--- config.mk ---
export PLATFORM = sky130hd
export DESIGN_NAME = sitoa_front
export DESIGN_NICKNAME = d
export VERILOG_FILES = /design/src/rtl/sitoa_pkg.sv /design/src/rtl/sitoa_front.sv
export SDC_FILE = /design/constraint.sdc
export NUM_CORES = 1
export LEC_CHECK = 0
export ABC_AREA = 1
export BUFFER_PORTS_ARGS = -buffer_cell sky130_fd_sc_hd__buf_2
export CAP_MARGIN = 20
export CORE_MARGIN = 2
export CORE_UTILIZATION = 61
export CTS_BUF_LIST = sky130_fd_sc_hd__clkbuf_8
export DETAILED_ROUTE_END_ITERATION = 12
export GPL_ROUTABILITY_DRIVEN = 1
export PLACE_DENSITY = 0.95
export SKIP_CTS_REPAIR_TIMING = 1
export SLEW_MARGIN = 20
export SYNTH_ARGS = -nofsm -noshare
export SYNTH_HDL_FRONTEND = slang
export SYNTH_SLANG_ARGS = --single-unit
export TNS_END_PERCENT = 10
--- constraint.sdc ---
create_clock -name clk -period 5 [get_ports clk]
set_input_delay 0.25 -clock clk [delete_from_list [all_inputs] [get_ports clk]]
set_output_delay 0.25 -clock clk [all_outputs]
set_load 0.01 [all_outputs]
--- src/rtl/sitoa_pkg.sv ---
// sitoa_pkg: shared types, constants and decimal tables for the integer to ascii unit
`default_nettype none

package sitoa_pkg;

    // field widths
    localparam int unsigned VALUE_W = 32;
    localparam int unsigned CHAR_W  = 8;
    localparam int unsigned POS_W   = 4;
    localparam int unsigned THR_W   = 34;
    localparam int unsigned DIGIT_W = 4;

    // decimal positions of a 32-bit magnitude, most significant first
    localparam logic [POS_W-1:0] POS_TOP = 4'd9;
    localparam logic [POS_W-1:0] POS_ONES = 4'd0;

    // ascii codes
    localparam logic [CHAR_W-1:0] CHAR_ZERO  = 8'd48;
    localparam logic [CHAR_W-1:0] CHAR_MINUS = 8'd45;

    // both queues hold two words
    localparam logic [1:0] QUEUE_FULL = 2'd2;

    // classified number between front and back
    typedef struct packed {
        logic               neg;
        logic [VALUE_W-1:0] mag;
    } job_t;

    // one output word
    typedef struct packed {
        logic [CHAR_W-1:0] character;
        logic              last;
    } out_word_t;

    // digit sequencer states
    typedef enum logic [2:0] {
        ST_IDLE  = 3'b001,
        ST_SIGN  = 3'b010,
        ST_DIGIT = 3'b100
    } state_t;

    // power of ten for a decimal position
    function automatic logic [THR_W-1:0] pow10(input logic [POS_W-1:0] pos);
        logic [THR_W-1:0] p;
        begin
            unique case (pos)
                4'd0:    p = 34'd1;
                4'd1:    p = 34'd10;
                4'd2:    p = 34'd100;
                4'd3:    p = 34'd1000;
                4'd4:    p = 34'd10000;
                4'd5:    p = 34'd100000;
                4'd6:    p = 34'd1000000;
                4'd7:    p = 34'd10000000;
                4'd8:    p = 34'd100000000;
                4'd9:    p = 34'd1000000000;
                default: p = '0;
            endcase
            return p;
        end
    endfunction

    // k times the power of ten of a position, k is a constant at each use
    function automatic logic [THR_W-1:0] threshold(input logic [POS_W-1:0] pos,
                                                   input logic [DIGIT_W-1:0] k);
        begin
            return THR_W'(k) * pow10(pos);
        end
    endfunction

endpackage

`default_nettype wire

--- src/rtl/sitoa_front.sv ---
// sitoa_front: accepts numbers, splits sign and magnitude, queues them for the back end
`default_nettype none

module sitoa_front (
    input  wire logic                 clk,
    input  wire logic                 rst_n,
    input  wire logic                 push,
    input  wire logic signed [31:0]   value,
    output logic                      full,
    output logic                      job_valid,
    output sitoa_pkg::job_t           job,
    input  wire logic                 job_take
);

    sitoa_pkg::job_t slot_reg [2];
    logic            wr_ptr_reg;
    logic            wr_ptr_next;
    logic            rd_ptr_reg;
    logic            rd_ptr_next;
    logic [1:0]      count_reg;
    logic [1:0]      count_next;
    logic            push_ok;
    logic            take_ok;
    logic [31:0]     raw;
    sitoa_pkg::job_t new_job;

    // classify: sign and unsigned magnitude, the most negative value wraps to 2^31
    always_comb
    begin
        raw         = value;
        new_job.neg = raw[31];
        new_job.mag = raw[31] ? (32'd0 - raw) : raw;
    end

    assign full      = (count_reg == sitoa_pkg::QUEUE_FULL);
    assign job_valid = (count_reg != 2'd0);
    assign job       = slot_reg[rd_ptr_reg];
    assign push_ok   = push && !full;
    assign take_ok   = job_take && job_valid;

    // queue pointers and fill
    always_comb
    begin
        wr_ptr_next = wr_ptr_reg ^ push_ok;
        rd_ptr_next = rd_ptr_reg ^ take_ok;
        count_next  = count_reg + {1'b0, push_ok} - {1'b0, take_ok};
    end

    always_ff @(posedge clk or negedge rst_n)
    begin
        if (!rst_n)
        begin
            wr_ptr_reg <= 1'b0;
            rd_ptr_reg <= 1'b0;
            count_reg  <= 2'd0;
        end
        else
        begin
            wr_ptr_reg <= wr_ptr_next;
            rd_ptr_reg <= rd_ptr_next;
            count_reg  <= count_next;
        end
    end

    // queue storage
    always_ff @(posedge clk)
    begin
        if (push_ok)
        begin
            slot_reg[wr_ptr_reg] <= new_job;
        end
    end

endmodule

`default_nettype wire

==> flow_metrics.env <==
export IMPL_status="finished, final reports clean"
export IMPL_reg2reg_to="rd_ptr_reg"
export IMPL_critPathCaptureType="output port"
export IMPL_synth_cell_area_um2=3570
export IMPL_fin_tns_setup_ns=0
export IMPL_multiInputGateArea_um2=1340
export IMPL_synth_top_cell_area_share=0.554
export IMPL_combPwrFrac=0.353
export IMPL_cts_tree="built"
export IMPL_sw_frac_of_total=0.354
export IMPL_pwr_share_clk=0.214
export IMPL_worstSetupStartpoint="rd_ptr_reg"
export IMPL_leakagePower_uw=0.00193
export IMPL_seqPwrFrac=0.433
export IMPL_p_int_uw=1280
export IMPL_io_buffers=70
export IMPL_antenna_found_initial=0
export IMPL_fin_crit_ns=2.63
export IMPL_clock_fmax_mhz=381
export IMPL_clock_root_buffer="clkbuf_8"
export IMPL_ir_worst_vdd_mv=0.502
export IMPL_worst_pin_slew_ns=0.962
export IMPL_design_area_um2=4180
export IMPL_critical_path_class="flip-flop to output port"
export IMPL_cp_max_fo=34
export IMPL_power_density_nw_per_um2=472
export IMPL_start_util=0.641
export IMPL_grt_overflow=0
export IMPL_clockBufferDepth=2
export IMPL_ys_types=22
export IMPL_layout_common_cells="nand2_1, buf_2, edfxtp_1"
export IMPL_final_common_cell="nand2_1"
export IMPL_first_iter_violations=228
export IMPL_grt_pass1_wl_um=12700
export IMPL_wl_per_cell_um=14.2
export IMPL_wirelength_um=7970
export IMPL_wl_met2_um=4070
export IMPL_drcViolationCount=0
export IMPL_syn_instance_count=409
export IMPL_ys_ff_latch=70
export IMPL_skew_ns=0.00580
export IMPL_worstSkewPairLatency_ns=0.33
export IMPL_diodes=0
export IMPL_synth_area_top_cells="edfxtp_1, nand2_1, nor2_1"
export IMPL_nNetsFinal=525
export IMPL_startpoint_type="flip-flop"
export IMPL_drt_met1_wl_um=3210
export IMPL_slew_headroom=0.355
export IMPL_numClockSinks=70
export IMPL_crit_reg2reg_launch="rd_ptr_reg"
export IMPL_worstRegToRegCells=3
export IMPL_die_h_um=80.6
export IMPL_vias=2935
export IMPL_drv_slew=0
export IMPL_gp_congestion=0.872
export IMPL_period_share=0.525
export IMPL_rows=27
export IMPL_synthToLayoutAreaGrowth_pct=17.0
export IMPL_core_um2=5570
export IMPL_yosysWarnings=0
export IMPL_setup_worst_path_end="job[11]"
export IMPL_seq_area_um2=2080
export IMPL_grt_max_degree=35
export IMPL_drive_above_1_share=0.196
export IMPL_dpl_instance_area_um2=3990
export IMPL_synth_seq_area_share=0.582
export IMPL_track_usage=0.263
export IMPL_grt_pass1_vias=2813
export IMPL_switchingPower_uw=699
export IMPL_required_ns=4.75
export IMPL_place_detailed_hpwl_um=5820
export IMPL_cts_buffers=9
export IMPL_ioPinCount=71
export IMPL_syn_nets=450
export IMPL_hold_class="input port to flip-flop"
export IMPL_vias_per_cell=5.23
export IMPL_htreeDepth=3
export IMPL_largest_reg_flops=66
export IMPL_hold_violations=0
export IMPL_n_fill_cell=418
export IMPL_antenna_left=0
export IMPL_cts_clk_slew_worst_paths_ns=0.07
export IMPL_utilization=0.750
export IMPL_first_pass_iters=5
export IMPL_drv_cap=0
export IMPL_rsz0062_at_grt="false"
export IMPL_setup_violations_final=0
export IMPL_synth_top_area_cell="edfxtp_1"
export IMPL_topRoutingLayerUsed="met4"
export IMPL_syn_avg_cell_area_um2=8.74
export IMPL_crit_arrival_ns=2.38
export IMPL_r2r_slack_ns=2.91
export IMPL_fp_dieW_um=80.6
export IMPL_wl_met3_um=512
export IMPL_dieArea_um2=6490
## layer usage
layer  vias to the layer above  GRT usage
met5                         -          0
met4                         0      0.102
met3                        17     0.0382
met2                       123      0.465
met1                      1344      0.326
li1                       1451          -
## synthesized netlist by cell type
cell type	count
clkinv_1	1
nor2_2	3
edfxtp_1	66
clkbuf_1	3
buf_2	6
o21ai_0	7
dfrtp_1	4
inv_1	26
a21oi_1	1
or2_2	1
nor3_1	1
nand4_1	1
nand3_1	15
xnor2_1	12
nor2_1	48
ha_1	5
nand3b_1	2
xor2_1	6
buf_4	1
nor2_4	2
nand2_2	4
nand2_1	194
## worst min-delay path by stage
stage                     endpoint  slack (ns)  cells past startpoint  startpoint
floorplan             count_reg[0]       -0.05                      0       rst_n
global placement      count_reg[1]        0.06                      1       rst_n
detailed placement      wr_ptr_reg        0.06                      1       rst_n
CTS                   count_reg[1]       -0.29                      1       rst_n
global route        slot_reg[1][0]        0.11                      1    value[0]
finish              slot_reg[0][0]        0.12                      1    value[0]
## critical path, stage by stage, from the launching register on
cell and delay (ns):
dfrtp_1 0.33, buf_4 0.34, clkinv_1 0.86, nand2_1 0.28, nand2_1 0.08, buf_2 0.14
## area by class of cell
cell class	count	share of cell area
Sequential cell	70	0.498
Multi-Input combinational cell	302	0.321
Timing Repair Buffer	74	0.0916
Clock buffer	9	0.0296
Inverter	27	0.0242
Tap cell	72	0.0215
Clock inverter	7	0.0141
## power by group through the flow
stage / registers [µW] / logic, µW / clock network [µW]
final: 856 / 696 / 423
after global routing: 870 / 774 / 449
after CTS: 856 / 699 / 427
after detailed placement: 868 / 696 / 0
after global placement: 859 / 662 / 0
after floorplan: 857 / 439 / 0
## kinds of logic after synthesis
group           synth area share
compound gates            0.0112
xor+xnor                  0.0441
fa+ha+maj                 0.0175
buf+inv                   0.0420
flops                      0.582
simple gates               0.303
## stage by stage
stage | hold slack, ns | worst slack, ns | total power (µW) | instances
after floorplan | -0.0456 | 3.13 | 1300 | 409
after global placement | 0.0586 | 2.83 | 1520 | 544
after detailed placement | 0.0636 | 2.76 | 1560 | 544
after CTS | -0.295 | 2.38 | 1980 | 560
after global routing | 0.113 | 2.16 | 2090 | 561
final | 0.119 | 2.37 | 1980 | 561
Power figures use the tool's default switching activity.
